**src/design/nplc_pkg.sv**
```systemverilog
// Shared types and constants for the nearest palette color lookup block.
// Used by nplc_seq, nplc_dist and nearest_palette_color_lookup_top.
package nplc_pkg;

    localparam int IDX_W       = 8;   // palette index width (up to 256 entries)
    localparam int CH_W        = 8;   // one color channel
    localparam int C5_W        = 5;   // one channel of a 15-bit color
    localparam int COLOR15_W   = 15;
    localparam int RGB_W       = 24;
    localparam int WORD_W      = 32;
    localparam int SQ_W        = 16;  // square of one channel difference
    localparam int DIST_W      = 18;  // sum of three squares, at most 195075
    localparam int IN_TDATA_W  = 48;
    localparam int OUT_TDATA_W = 40;

    localparam logic CMD_LOAD   = 1'b0;
    localparam logic CMD_LOOKUP = 1'b1;

    localparam logic [CH_W-1:0] ALPHA_OPAQUE = 8'hFF;
    localparam logic [CH_W-1:0] ALPHA_CLEAR  = 8'h00;

    typedef enum logic [1:0] {
        ST_IDLE,
        ST_SCAN,
        ST_DRAIN,
        ST_DONE
    } t_state;

    // Marks one palette read on its way through the distance pipeline.
    typedef struct packed {
        logic             valid;
        logic             last;
        logic [IDX_W-1:0] idx;
    } t_tag;

    typedef struct packed {
        logic              valid;
        logic              last;
        logic [IDX_W-1:0]  idx;
        logic [DIST_W-1:0] distance;
    } t_dist;

    // A 5-bit channel c becomes c*8+4.
    function automatic logic [CH_W-1:0] expand5(input logic [C5_W-1:0] c);
        return {c, 3'b100};
    endfunction

endpackage

```
**src/design/nplc_dist.sv**
```systemverilog
// Shared squared-distance unit: one palette entry per cycle, two register stages.
// Depends on nplc_pkg; its tag input lines up with the RAM read issued in the same cycle.
module nplc_dist (
    input  logic                     i_clk,
    input  logic                     i_rst_n,
    input  nplc_pkg::t_tag           i_tag,
    input  logic [nplc_pkg::RGB_W-1:0] i_entry,
    input  logic [nplc_pkg::CH_W-1:0]  i_tr,
    input  logic [nplc_pkg::CH_W-1:0]  i_tg,
    input  logic [nplc_pkg::CH_W-1:0]  i_tb,
    output nplc_pkg::t_dist          o_res
);
    import nplc_pkg::*;

    t_tag            r_tag1;
    t_tag            r_tag2;
    logic [SQ_W-1:0] r_sq_r;
    logic [SQ_W-1:0] r_sq_g;
    logic [SQ_W-1:0] r_sq_b;
    t_dist           r_res;

    logic [CH_W-1:0] w_dr;
    logic [CH_W-1:0] w_dg;
    logic [CH_W-1:0] w_db;

    function automatic logic [CH_W-1:0] absdiff(input logic [CH_W-1:0] a,
                                                input logic [CH_W-1:0] b);
        return (a >= b) ? (a - b) : (b - a);
    endfunction

    assign w_dr = absdiff(i_tr, i_entry[CH_W-1:0]);
    assign w_dg = absdiff(i_tg, i_entry[2*CH_W-1:CH_W]);
    assign w_db = absdiff(i_tb, i_entry[3*CH_W-1:2*CH_W]);

    // Stage 1 squares the channel differences, stage 2 adds them.
    always_ff @(posedge i_clk) begin
        if (!i_rst_n) begin
            r_tag1.valid <= 1'b0;
            r_tag2.valid <= 1'b0;
            r_res.valid  <= 1'b0;
        end else begin
            r_tag1.valid <= i_tag.valid;
            r_tag2.valid <= r_tag1.valid;
            r_res.valid  <= r_tag2.valid;
        end
        r_tag1.last    <= i_tag.last;
        r_tag1.idx     <= i_tag.idx;
        r_tag2.last    <= r_tag1.last;
        r_tag2.idx     <= r_tag1.idx;
        r_sq_r         <= SQ_W'(w_dr) * SQ_W'(w_dr);
        r_sq_g         <= SQ_W'(w_dg) * SQ_W'(w_dg);
        r_sq_b         <= SQ_W'(w_db) * SQ_W'(w_db);
        r_res.last     <= r_tag2.last;
        r_res.idx      <= r_tag2.idx;
        r_res.distance <= DIST_W'(r_sq_r) + DIST_W'(r_sq_g) + DIST_W'(r_sq_b);
    end

    assign o_res = r_res;

endmodule

```
**config.mk**
```make
export PLATFORM = sky130hd
export DESIGN_NAME = nplc_dist
export DESIGN_NICKNAME = d
export VERILOG_FILES = /design/src/design/nplc_pkg.sv /design/src/design/nplc_dist.sv
export SDC_FILE = /design/constraint.sdc
export NUM_CORES = 1
export LEC_CHECK = 0
export ABC_CLOCK_PERIOD_IN_PS = 15300
export BUFFER_PORTS_ARGS = -buffer_cell sky130_fd_sc_hd__buf_2
export CAP_MARGIN = 5
export CORE_UTILIZATION = 60
export DETAILED_ROUTE_END_ITERATION = 12
export GPL_ROUTABILITY_DRIVEN = 0
export PLACE_DENSITY = 0.79
export SLEW_MARGIN = 20
export SYNTH_ARGS = -nofsm -noshare
export SYNTH_HDL_FRONTEND = slang
export SYNTH_SLANG_ARGS = --single-unit
export TNS_END_PERCENT = 10
```
**constraint.sdc**
```tcl
create_clock -name i_clk -period 15.3 [get_ports i_clk]
set_input_delay 2.295 -clock i_clk [delete_from_list [all_inputs] [get_ports i_clk]]
set_output_delay 2.295 -clock i_clk [all_outputs]
set_load 0.03 [all_outputs]
```
==> flow_results.org, run 1 <==
** Critical path
- In this run the register-to-register setup slack is 12650 ps.
- At the worst endpoint, the required time is 15570 ps.
- Reg-to-reg critical path startpoint :: r_sq_r[4]
- At the worst endpoint, the arrival time is 8860 ps.
- Crit path kind :: in -> reg
- Highest fanout seen on the critical path :: 11
- Critical path origin :: i_tr[0]
- The worst setup path is launched from an input port.
- Kind of end point of the critical path :: flop
- Worst R2R End :: o_res[15]
- Counting cells, the worst reg-to-reg path comes to 9.

** Clocking
- After clock tree synthesis, the clock-pin slew on the worst setup and hold paths is 70 ps.
- Cell at the root of the clock tree :: sky130_fd_sc_hd__clkbuf_16
- Gates resized during post-CTS repair numbered 0.
- Once the clock tree was built, the setup fixing pass inserted 0 buffers.
- Hold repair after CTS inserted 0 buffers.
- CTS H-tree lvls :: 3
- Insertion delay to the later sink of the worst-skew pair :: 340 ps
- The clock passes through at most 2 buffers.
- Clk sink count :: 93
- Number of buffers created by CTS :: 9
- TritonCTS built the clock tree.

** Status
- Result of the run :: completed

** GRT
- The number of antenna violations at the first check in global routing was 0.
- Across every metal layer, demand over resource in global routing totals 0.2200.
- Total congestion overflow after global routing :: 0
- The via count of the first global-routing pass was 6761.
- Entering global routing, the biggest net connects 18 pins.
- The first global-routing pass estimated 29350 um of wire.

** Synthesis
- The average instance in the mapped netlist occupies 9.311 um^2.
- The share of synthesized area in the top cell type comes to 0.2037.
- Synthesis instantiated 51 different standard cells from the library.
- Ranked by total cell area, the synthesized netlist is headed by sky130_fd_sc_hd__fa_1, sky130_fd_sc_hd__ha_1, sky130_fd_sc_hd__dfxtp_1, sky130_fd_sc_hd__inv_1, sky130_fd_sc_hd__xnor2_1.
- In the synthesized netlist, the number of instances is 1024.
- Synthesis inferred 93 register bits.
- The largest total area in the synthesized netlist belongs to sky130_fd_sc_hd__fa_1.
- Post-synth EDFFs :: 0
- Ys async rst share :: 0
- During synthesis, Yosys emitted a total of 0 warnings.
- Cell area after synthesis :: 9534 um^2
- Among all flip-flop cells after synthesis, the most frequent one is sky130_fd_sc_hd__dfxtp_1.
- Of the synthesized area, sequential elements account for 0.1953.

** STA
- The smallest clock period supported by the final layout is computed as 8592 ps.
- Least setup slack across all paths after layout :: 6708 ps
- Finish-stage setup viols :: 0
- Max Freq :: 116.4 MHz
- Worst slew margin :: 0.3204
- Setup repair after global routing left no endpoint under its margin.
- Hold Violations, Final :: 0
- Tcrit/Tclk final :: 0.5616
- Clock tree skew after final layout :: 5.086 ps
- At the pin with the least slew margin, the transition time is 991.0 ps.
- Setup total negative slack on the finished layout was measured at 0 ps.
- The total count of max-transition violations in the final report is 0.

** Floorplan
- Die extent in y :: 128.1 um
- Measured along the x axis, the die boundary spans 128.1 um.
- Row generation in the floorplan step produced 45 rows.
- For this design the top-level I/O count stands at 88.
- The die covers 16400 um^2.
- The initial utilization of the core area, before any placement, comes to 0.6203.
- Core Area :: 15370 um^2

** Final layout
- Footprint of the multi-input gates :: 6837 um^2
- Of the cells placed in the final design, the portion with a size suffix greater than 1 is 0.1262.
- The net count of the finished layout is 1410.
- Compared with the post-synthesis result, the final layout area differs by 9.423%.
- Summing all flip-flop and latch instances after layout gives 1862 um^2.
- Fill cells in the final layout number 1230.
- Antenna cell count :: 0

** Drt
- Drt wl/cell :: 12.67 um
- Vias :: 6836
- Drt first-iter violations :: 340
- In the routed design, unresolved DRC markers number 0.
- The pre-antenna-repair detailed-routing pass consisted of 4 iterations.
- The detail route stage leaves a number of antenna-violating nets equal to 0.
- Mean number of vias per cell :: 5.179
- Total wire length after detailed routing :: 16730 um

** Hold path
- The path with the worst hold slack has its endpoint at o_res[20].
- Hold path startpoint :: r_tag2[2]
- The worst hold path passes through 0 cells.
- The min-delay analysis places its worst path in the category reg -> reg.

** Job
- Max-cap violation count :: 0

** Placement
- Worst slack at placement :: 6458 ps
- Once detailed placement completed, the half-perimeter wirelength came to 14170 um.
- Count of buffers from port buffering :: 87
==> how the worst max path moves through the flow <==
stage	slack, ps	to
after global placement	6530	r_sq_r[15]
after floorplan	7240	r_sq_b[13]
after global routing	6370	r_sq_r[15]
final	6710	r_sq_r[15]
after detailed placement	6460	r_sq_r[15]
after CTS	6720	r_sq_r[15]
==> routing by layer <==
metal  track usage  share of wire
met4       0.04637          0.013
met2        0.3871           0.49
met1        0.2895           0.47
met3       0.02838          0.031
met5             0              0
==> synth_stat cells, types with 3 or more instances <==
cell	instances
sky130_fd_sc_hd__xnor2_1	46
sky130_fd_sc_hd__ha_1	149
sky130_fd_sc_hd__or3_1	3
sky130_fd_sc_hd__nand4_1	6
sky130_fd_sc_hd__nor2_1	99
sky130_fd_sc_hd__or2_2	16
sky130_fd_sc_hd__dfxtp_1	93
sky130_fd_sc_hd__inv_1	198
sky130_fd_sc_hd__a211oi_1	9
sky130_fd_sc_hd__clkbuf_1	10
sky130_fd_sc_hd__nor3_1	11
sky130_fd_sc_hd__a21oi_1	50
sky130_fd_sc_hd__xor2_1	25
sky130_fd_sc_hd__mux2i_1	22
sky130_fd_sc_hd__o21bai_1	6
sky130_fd_sc_hd__xnor2_2	8
sky130_fd_sc_hd__a21o_2	3
sky130_fd_sc_hd__and2_1	5
sky130_fd_sc_hd__o31ai_1	3
sky130_fd_sc_hd__buf_2	8
sky130_fd_sc_hd__nand2b_1	8
sky130_fd_sc_hd__nand2_1	36
sky130_fd_sc_hd__o211ai_1	4
sky130_fd_sc_hd__nand3b_1	5
sky130_fd_sc_hd__o41ai_1	3
sky130_fd_sc_hd__nand3_1	7
sky130_fd_sc_hd__fa_1	97
sky130_fd_sc_hd__a31oi_1	15
sky130_fd_sc_hd__and3_1	3
sky130_fd_sc_hd__o21ai_0	20
sky130_fd_sc_hd__a21o_1	26
==> final cells by class <==
cell class                 instances  area share
clock inverter                     6    0.005037
timing repair buffer              87     0.04174
sequential                        93      0.1785
inverter                         198     0.07124
tap                              211     0.02531
clock buffer                      10     0.02291
multi-input combinational        715      0.6553
==> kinds of logic after synthesis <==
kind of cell    after synthesis  share of synthesized area
xor+xnor                     82                    0.08517
other cells                   1                  0.0003933
fa+ha+maj                   246                     0.3992
flops                        93                     0.1953
compound gates              155                     0.1085
simple gates                207                    0.09987
mux                          22                    0.02310
buf+inv                     218                    0.08845
==> state kept, by name (all words and copies together), names as in the netlist <==
register and flops:
r_sq_r 15, o_res 28, r_sq_b 15, r_sq_g 15, r_tag2 10, r_tag1 10
==> cell usage in the layout (no fill, tap or decap), drive strengths merged, types with 4 or more instances in the layout <==
master,count
a211oi,11
a21o,29
a21oi,50
a31oi,15
and2,5
buf,87
clkbuf,10
dfxtp,93
fa,97
ha,149
inv,201
mux2i,22
nand2,36
nand2b,8
nand3,7
nand3b,5
nand4,6
nor2,102
nor3,11
o211ai,4
o21ai,20
o21bai,6
or2,17
xnor2,55
xor2,27
==> worst max-delay path: stages <==
cell	delay [ps]
sky130_fd_sc_hd__buf_2	110
sky130_fd_sc_hd__inv_1	50
sky130_fd_sc_hd__ha_1	150
sky130_fd_sc_hd__inv_1	50
sky130_fd_sc_hd__fa_1	410
sky130_fd_sc_hd__a21oi_1	200
sky130_fd_sc_hd__o211ai_1	160
sky130_fd_sc_hd__a221oi_4	550
sky130_fd_sc_hd__mux2i_1	890
sky130_fd_sc_hd__or2_2	270
sky130_fd_sc_hd__inv_1	60
sky130_fd_sc_hd__fa_1	440
sky130_fd_sc_hd__fa_1	500
sky130_fd_sc_hd__ha_1	290
sky130_fd_sc_hd__inv_1	50
sky130_fd_sc_hd__fa_1	480
sky130_fd_sc_hd__inv_1	50
sky130_fd_sc_hd__ha_1	330
sky130_fd_sc_hd__a211oi_1	250
sky130_fd_sc_hd__nor2_1	110
sky130_fd_sc_hd__or4_1	420
sky130_fd_sc_hd__o2111ai_1	160
sky130_fd_sc_hd__o21ai_0	200
sky130_fd_sc_hd__a31oi_1	240
sky130_fd_sc_hd__xnor2_1	150
==> through the flow <==
step           hold slack, ps  instance area (um^2)    util  std cells
5_1_grt                 330.4                 10430  0.6787       1320
6_report                327.5                 10430  0.6787       1320
3_5_place_dp            312.1                 10140  0.6597       1304
4_1_cts                 326.5                 10430  0.6787       1320
2_1_floorplan           309.6                  9542       -       1026
3_3_place_gp            310.1                 10140  0.6597       1304
Power of run 1 is not shown: default switching activity piles up to over one toggle a cycle in this logic, so the estimate is an artifact.
==> run 2: changes to the inputs <==
--- a/config.mk
+++ b/config.mk
@@ -5,7 +5,7 @@
 export SDC_FILE = /design/constraint.sdc
 export NUM_CORES = 1
 export LEC_CHECK = 0
-export ABC_CLOCK_PERIOD_IN_PS = 15300
+export ABC_CLOCK_PERIOD_IN_PS = 8300
 export BUFFER_PORTS_ARGS = -buffer_cell sky130_fd_sc_hd__buf_2
 export CAP_MARGIN = 5
 export CORE_UTILIZATION = 60
==> constraint.sdc (replaced) <==
create_clock -name i_clk -period 8.3 [get_ports i_clk]
set_input_delay 1.245 -clock i_clk [delete_from_list [all_inputs] [get_ports i_clk]]
set_output_delay 1.245 -clock i_clk [all_outputs]
set_load 0.03 [all_outputs]
==> flow_results.org, run 2 (same netlist as run 1, synthesis figures left out) <==
** Status
- Result of the run :: completed (unchanged)

** Clocking
- Number of buffers created by CTS :: 9 (unchanged)
- CTS tree :: built (unchanged)
- The post-CTS setup buffer count is 0 (unchanged).
- Cell at the root of the clock tree :: sky130_fd_sc_hd__clkbuf_16 (unchanged)
- Largest buffer count on any clock path :: 2 (unchanged)
- Post-CTS sizing :: 0 (unchanged)
- Clk sink count :: 93 (unchanged)
- Insertion delay to the later sink of the worst-skew pair :: 340 ps (about the same)
- Number of hold-repair buffers added at the cts stage :: 0 (unchanged)
- The clock edge transition at the registers on the reported setup and hold paths was 70 ps (about the same).
- CTS H-tree lvls :: 3 (unchanged)

** Hold path
- Destination of the worst hold path :: r_tag2[3] (was o_res[20])
- The worst min-delay path class is reg -> reg (unchanged).
- The worst hold path depth is 0 (unchanged).
- Hold path startpoint :: r_tag1[3] (was r_tag2[2])

** Critical path
- The maximum fanout count along the critical path came to 11 (unchanged).
- The worst path required time is 8530 ps (was 15570 ps).
- Length in cells of the worst reg-to-reg path :: 9 (unchanged)
- The reg-to-reg critical path startpoint is r_sq_r[3] (was r_sq_r[4]).
- The type of element launching the critical path is an input port (unchanged).
- Kind of end point of the critical path :: flop (unchanged)
- The critical register-to-register path endpoint is o_res[16] (was o_res[15]).
- The data arrival at the endpoint of the critical path is 7560 ps (was 8860 ps).
- The register-to-register path setup slack came to 5670 ps (was 12650 ps).
- The category of the critical setup timing path is in -> reg (unchanged).

** GRT
- Number of antenna violations at the first check in global routing :: 0 (unchanged)
- Via count of the first global-routing pass :: 6931 (was 6761)
- Global-route wire length before repair :: 30140 um (was 29350 um)
- The total global routing track utilization was 0.2242 (was 0.2200).
- Total congestion overflow after global routing :: 0 (unchanged)
- Pin count of the biggest net entering global routing :: 19 (was 18)

** Final layout
- The number of diodes added for antenna fixing was 0 (unchanged).
- The flip-flop count of the largest register after layout was 28 (unchanged).
- Syn-to-layout area delta :: 9.987% (was 9.423%)
- Post-layout net count :: 1417 (was 1410)
- Highest-count cells in the layout ignoring fill and taps: sky130_fd_sc_hd__inv_1, sky130_fd_sc_hd__ha_1, sky130_fd_sc_hd__nor2_1 (unchanged).
- Layout filler cell count :: 1213 (was 1230)
- Commonest non-fill, non-tap cell in the layout :: sky130_fd_sc_hd__inv_1 (unchanged)
- The fraction of final layout cells with drive strength greater than 1 was 0.1317 (was 0.1262).

** Drt
- The wire length the detailed router placed on met1 was 7809 um (was 7822 um).
- The uppermost layer routed is met4 (unchanged).
- Met3 wire length :: 633 um (was 512 um)
- The total number of vias was 6935 (was 6836).
- Detailed-router iteration count before antenna repair :: 5 (was 4)
- Mean number of vias per cell :: 5.226 (was 5.179)
- The first-iteration detailed-routing DRC count was 279 (was 340).
- Total wire length after detailed routing :: 17110 um (was 16730 um)
- Drt wl/cell :: 12.90 um (was 12.67 um)
- Post-detailed-route count of antenna-violating nets :: 0 (unchanged)
- The number of remaining DRC errors was 0 (unchanged).
- The met2 wire length is 8446 um (was 8181 um).

** STA
- Unrepaired setup endpoints after global routing :: false (unchanged)
- The worst hold margin came to 323.8 ps (was 327.5 ps).
- Min Tclk post-route :: 7327 ps
- Sum of negative setup slack :: 0 ps (unchanged)
- The worst-margin pin slew came to 889.1 ps (was 991.0 ps).
- The total count of max-transition violations in the final report is 0 (unchanged).
- The worst slew margin relative to its limit is 0.4030 (was 0.3204).
- The clock skew came to 7.867 ps (was 5.086 ps).
- Max Freq :: 136.5 MHz
- Finish-stage setup viols :: 0 (unchanged)
- The number of hold violations in the final report was 0 (unchanged).
- Tcrit/Tclk final :: 0.8828

** Job
- Max-cap violation count :: 0 (unchanged)

** Floorplan
- The number of top-level pins was 88 (unchanged).
- The initial cell density of the core came to 0.6203 (unchanged).
- The core region area came to 15370 um^2 (unchanged).
- The area enclosed by the die boundary came to 16400 um^2 (unchanged).
- The total number of placement rows was 45 (unchanged).
- Die extent in y :: 128.1 um (unchanged)
- The die width came to 128.1 um (unchanged).

** Placement
- HPWL after detailed placement :: 14110 um (was 14170 um)
- The number of buffers added on ports was 87 (unchanged).
-- run 2: critical path, stage by stage --
cell	delay [ps]
sky130_fd_sc_hd__buf_2	110
sky130_fd_sc_hd__inv_1	50
sky130_fd_sc_hd__ha_1	170
sky130_fd_sc_hd__inv_1	60
sky130_fd_sc_hd__fa_1	380
sky130_fd_sc_hd__nand3_1	100
sky130_fd_sc_hd__a31oi_1	140
sky130_fd_sc_hd__a211oi_4	490
sky130_fd_sc_hd__mux2i_1	170
sky130_fd_sc_hd__xnor2_1	730
sky130_fd_sc_hd__nor2_1	160
sky130_fd_sc_hd__fa_1	510
sky130_fd_sc_hd__fa_1	550
sky130_fd_sc_hd__inv_1	50
sky130_fd_sc_hd__fa_1	500
sky130_fd_sc_hd__fa_1	540
sky130_fd_sc_hd__inv_1	40
sky130_fd_sc_hd__ha_1	350
sky130_fd_sc_hd__nand2_1	100
sky130_fd_sc_hd__o21ai_0	110
sky130_fd_sc_hd__o41ai_1	590
sky130_fd_sc_hd__o21ai_0	230
sky130_fd_sc_hd__xor2_1	170
-- run 2: stage by stage --
stage | setup WS [ps] | utilization | instance area, um^2 | cells
global placement | 725.1 | 0.6632 | 10190 | 1311
floorplan | 1294 | - | 9542 | 1026
finish | 972.7 | 0.6822 | 10490 | 1327
CTS | 1026 | 0.6822 | 10490 | 1327
global route | 518.5 | 0.6822 | 10490 | 1327
detailed placement | 681.7 | 0.6632 | 10190 | 1311
-- run 2: final cells by class --
cell class | instances | area, um^2 | share of cell area
Multi-Input combinational cell | 715 | 6837 | 0.6520
Sequential cell | 93 | 1862 | 0.1775
Inverter | 198 | 743.2 | 0.07087
Timing Repair Buffer | 94 | 488.0 | 0.04653
Tap cell | 211 | 264.0 | 0.02518
Clock buffer | 9 | 225.2 | 0.02148
Clock inverter | 7 | 67.56 | 0.006443
-- run 2: how the worst max path moves through the flow --
stage          depth (start not counted)    endpoint   startpoint
2_1_floorplan                         22  r_sq_b[13]  i_entry[21]
3_3_place_gp                          21  r_sq_b[13]  i_entry[21]
3_5_place_dp                          21  r_sq_b[13]  i_entry[21]
4_1_cts                               24  r_sq_g[13]      i_tg[0]
5_1_grt                               23  r_sq_g[13]      i_tg[0]
6_report                              23  r_sq_g[13]      i_tg[0]
-- run 2: metal layers --
| metal | up-vias | global-route usage |
|---|---|---|
| met1 | 3315 | 0.2901 |
| met5 | - | 0 |
| met4 | 0 | 0.05467 |
| met2 | 135 | 0.3955 |
| met3 | 18 | 0.03088 |
| li1 | 3467 | - |
Power of run 2 is left out for the same reason.
==> run 3: changes to the inputs <==
--- a/config.mk
+++ b/config.mk
@@ -5,6 +5,7 @@
 export SDC_FILE = /design/constraint.sdc
 export NUM_CORES = 1
 export LEC_CHECK = 0
+export ABC_AREA = 1
 export ABC_CLOCK_PERIOD_IN_PS = 8300
 export BUFFER_PORTS_ARGS = -buffer_cell sky130_fd_sc_hd__buf_2
 export CAP_MARGIN = 5
==> flow_results.org, run 3 <==
** GRT
- Global-route met1 utilization :: 0.3185 (was 0.2901)
- The total global routing track utilization came to 0.2450 (was 0.2242).
- The overall overflow remaining after global route was 0 (unchanged).
- Met3 Use GR :: 0.02003 (was 0.03088)
- Global-route wire length before repair :: 36410 um (was 30140 um)
- The pin count of the biggest net entering global routing is 20 (was 19).
- Met2 routing resource usage after global routing :: 0.4364 (was 0.3955)
- The number of antenna violations at the first check in global routing is 0 (unchanged).
- Via count of the first global-routing pass :: 8498 (was 6931)
- Peak-usage layer in the global routing report :: met2 (unchanged)

** STA
- Unrepaired setup endpoints after global routing :: false (unchanged)
- The total count of max-transition violations in the final report is 0 (unchanged).
- Tcrit/Tclk final :: 0.7780 (was 0.8828)
- The final critical path time including I/O delays and setup is 6457 ps (was 7327 ps).
- Hold Violations, Final :: 0 (unchanged)
- The clock skew came to 10.49 ps (was 7.867 ps).
- Least setup slack across all paths after layout :: 1843 ps (was 972.7 ps)
- The total of endpoints with negative setup slack in the final report was 0 (unchanged).
- The maximum achievable frequency came to 154.9 MHz (was 136.5 MHz).
- Sum of negative setup slack :: 0 ps (unchanged)

** Critical path
- Crit path kind :: in -> reg (unchanged)
- Data arrival time of the critical path :: 6710 ps (was 7560 ps)
- The most common cell type on the critical path is sky130_fd_sc_hd__inv_1 (was sky130_fd_sc_hd__fa_1).
- Crit path required time :: 8550 ps (was 8530 ps)
- The longest individual stage delay on the worst path came to 540 ps (was 730 ps).
- Cell family with the largest share of critical-path delay :: adder cells (unchanged)
- Worst path bufs/invs :: 8 (was 5)
- Startpoint kind of the worst setup timing path :: input port (unchanged)
- The kind of end point of the critical path is a flop (unchanged).
- The maximum fanout count along the critical path was 7 (was 11).
- The master of the slowest instance on the critical path was sky130_fd_sc_hd__fa_1 (was sky130_fd_sc_hd__xnor2_1).

** Final layout
- Footprint of the multi-input gates :: 7415 um^2 (was 6837 um^2)
- The number of inserted filler cells in the final layout came to 1473 (was 1213).
- Sequential cell area :: 1862 um^2 (unchanged)
- The flip-flop count of the largest register after layout came to 28 (unchanged).
- Highest-count cells in the layout ignoring fill and taps: sky130_fd_sc_hd__nand2_1, sky130_fd_sc_hd__inv_1, sky130_fd_sc_hd__ha_1 (was sky130_fd_sc_hd__inv_1, sky130_fd_sc_hd__ha_1, sky130_fd_sc_hd__nor2_1).
- The number of nets at the end of the flow was 1797 (was 1417).
- The layout overhead on the synthesized area is 9.227% (was 9.987%).
- The most common cell after layout, fill and taps aside was sky130_fd_sc_hd__nand2_1 (was sky130_fd_sc_hd__inv_1).
- Antenna cell count :: 0 (unchanged)
- The fraction of final layout cells with drive strength greater than 1 is 0.1056 (was 0.1317).

** Synthesis
- The fraction of synthesis flops using an asynchronous set or reset pin is 0 (unchanged).
- Post-synthesis cell type count :: 36 (was 51)
- The synthesized instance count came to 1399 (was 1024).
- Synthesis-stage register bit count :: 93 (unchanged)
- Top cells by area in the synthesized netlist :: sky130_fd_sc_hd__fa_1, sky130_fd_sc_hd__ha_1, sky130_fd_sc_hd__dfxtp_1, sky130_fd_sc_hd__nand2_1, sky130_fd_sc_hd__inv_1 (was sky130_fd_sc_hd__fa_1, sky130_fd_sc_hd__ha_1, sky130_fd_sc_hd__dfxtp_1, sky130_fd_sc_hd__inv_1, sky130_fd_sc_hd__xnor2_1)
- Post-synth EDFFs :: 0 (unchanged)
- The total of warnings raised by yosys was 0 (unchanged).
- The portion of the post-synthesis area used by sequential elements came to 0.1772 (was 0.1953).
- The netlist area before placement was 10510 um^2 (was 9534 um^2).
- Portion of synthesized cell area occupied by the leading cell type :: 0.1848 (was 0.2037)
- Cell with the most instances after synthesis :: sky130_fd_sc_hd__nand2_1 (was sky130_fd_sc_hd__inv_1)
- The per-instance average area after synthesis came to 7.512 um^2 (was 9.311 um^2).
- Post-synth top cells: sky130_fd_sc_hd__nand2_1, sky130_fd_sc_hd__inv_1, sky130_fd_sc_hd__ha_1, sky130_fd_sc_hd__nor2_1, sky130_fd_sc_hd__fa_1 (was sky130_fd_sc_hd__inv_1, sky130_fd_sc_hd__ha_1, sky130_fd_sc_hd__nor2_1, sky130_fd_sc_hd__fa_1, sky130_fd_sc_hd__dfxtp_1).
- Library cell with the largest summed area after synthesis :: sky130_fd_sc_hd__fa_1 (unchanged)
- Primary flip-flop cell chosen by synthesis mapping :: sky130_fd_sc_hd__dfxtp_1 (unchanged)

** Clocking
- Number of hold-repair buffers added at the cts stage :: 0 (unchanged)
- Post-CTS Setup Inserts :: 0 (unchanged)
- CTS tree :: built (unchanged)
- Post-CTS sizing :: 0 (unchanged)
- The number of CTS-inserted buffers was 9 (unchanged).
- The clock edge transition at the registers on the reported setup and hold paths was 70 ps (about the same).
- The root buffer cell is sky130_fd_sc_hd__clkbuf_16 (unchanged).
- Largest buffer count on any clock path :: 2 (unchanged)
- Insertion delay to the later sink of the worst-skew pair :: 350 ps (was 340 ps)
- Clk sink count :: 93 (unchanged)
- CTS H-tree lvls :: 3 (unchanged)

** Job
- Max-cap violation count :: 0 (unchanged)

** Drt
- The vias per cell is 4.971 (was 5.226).
- The count of nets left with antenna violations after detail routing is 0 (unchanged).
- Vias :: 8555 (was 6935)
- Drt first-iter violations :: 407 (was 279)
- The first-pass iteration count of the detailed router was 5 (unchanged).
- Drt wl/cell :: 11.93 um (was 12.90 um)
- The post-detailed-routing wire length came to 20530 um (was 17110 um).
- The number of remaining DRC errors came to 0 (unchanged).

** Floorplan
- Die Outline Area :: 18050 um^2 (was 16400 um^2)
- Starting density of the core :: 0.6118 (was 0.6203)
- Top-level I/O count :: 88 (unchanged)
- Die extent in y :: 134.3 um (was 128.1 um)
- The core region area is 17180 um^2 (was 15370 um^2).
- The total number of placement rows is 48 (was 45).
- The die width came to 134.3 um (was 128.1 um).

** Hold path
- The worst min-delay path class is reg -> reg (unchanged).

** Placement
- Count of buffers from port buffering :: 87 (unchanged)
- The post-place setup slack was 1606 ps (was 681.7 ps).
- The HPWL after detailed placement came to 17400 um (was 14110 um).

** Status
- Result of the run: completed (unchanged).
==> run 3: changes by cell type in the layout (fill, tap and decap cells not counted), moves of 9 or more <==
cell,before,now
sky130_fd_sc_hd__or2_2,16,3
sky130_fd_sc_hd__nand2_2,0,19
sky130_fd_sc_hd__xnor2_1,46,21
sky130_fd_sc_hd__xor2_1,25,43
sky130_fd_sc_hd__mux2i_1,22,0
sky130_fd_sc_hd__nand3_1,7,61
sky130_fd_sc_hd__a31oi_1,15,3
sky130_fd_sc_hd__nor2_1,99,121
sky130_fd_sc_hd__nor3_1,11,1
sky130_fd_sc_hd__inv_1,198,304
sky130_fd_sc_hd__nand2_1,36,321
sky130_fd_sc_hd__a211oi_1,9,0
sky130_fd_sc_hd__a21o_1,26,5
==> run 3: path summary, 6_finish.rpt <==
check / slack (ps) / cells past startpoint / start / end
min reg2reg: 330 / 0 / r_tag1[3] / r_tag2[3]
max: 1840 / 28 / i_tg[0] / r_sq_g[13]
max reg2reg: 5870 / 10 / r_sq_g[4] / o_res[17]
min: 330 / 0 / r_tag1[3] / r_tag2[3]
==> run 3: kinds of logic (layout without fill, tap and decap cells) <==
logic type,count (synthesis),in the layout,share of synthesized area
AO/OA/AOI/OAI,119,119,0.06703
XOR/XNOR,64,64,0.05334
adder cells (fa/ha/maj),246,246,0.3622
buffers and inverters,322,417,0.1180
flip-flops,93,93,0.1772
other,1,3,0.0003568
AND/OR/NAND/NOR,554,554,0.2219
==> run 3: layout make-up <==
| cell class | instances | area share |
|---|---|---|
| Multi-Input combinational cell | 986 | 0.6460 |
| Tap cell | 225 | 0.02453 |
| Timing Repair Buffer | 87 | 0.03793 |
| Clock buffer | 9 | 0.01962 |
| Clock inverter | 7 | 0.006649 |
| Inverter | 314 | 0.1031 |
| Sequential cell | 93 | 0.1622 |
==> run 3: layer usage <==
metal	routed length [um]	part of all wire
met1	9675	0.47
met2	9850	0.48
met3	711	0.035
met4	297	0.014
met5	0	0
==> run 3: metrics by stage <==
stage	util	hold slack (ps)	cell area, um^2	cells
floorplan	-	309.6	10520	1401
global placement	0.6507	309.9	11180	1705
detailed placement	0.6507	312.1	11180	1705
CTS	0.6683	327.3	11480	1721
global route	0.6683	334.6	11480	1721
finish	0.6683	326.8	11480	1721
Power of run 3 is left out for the same reason.
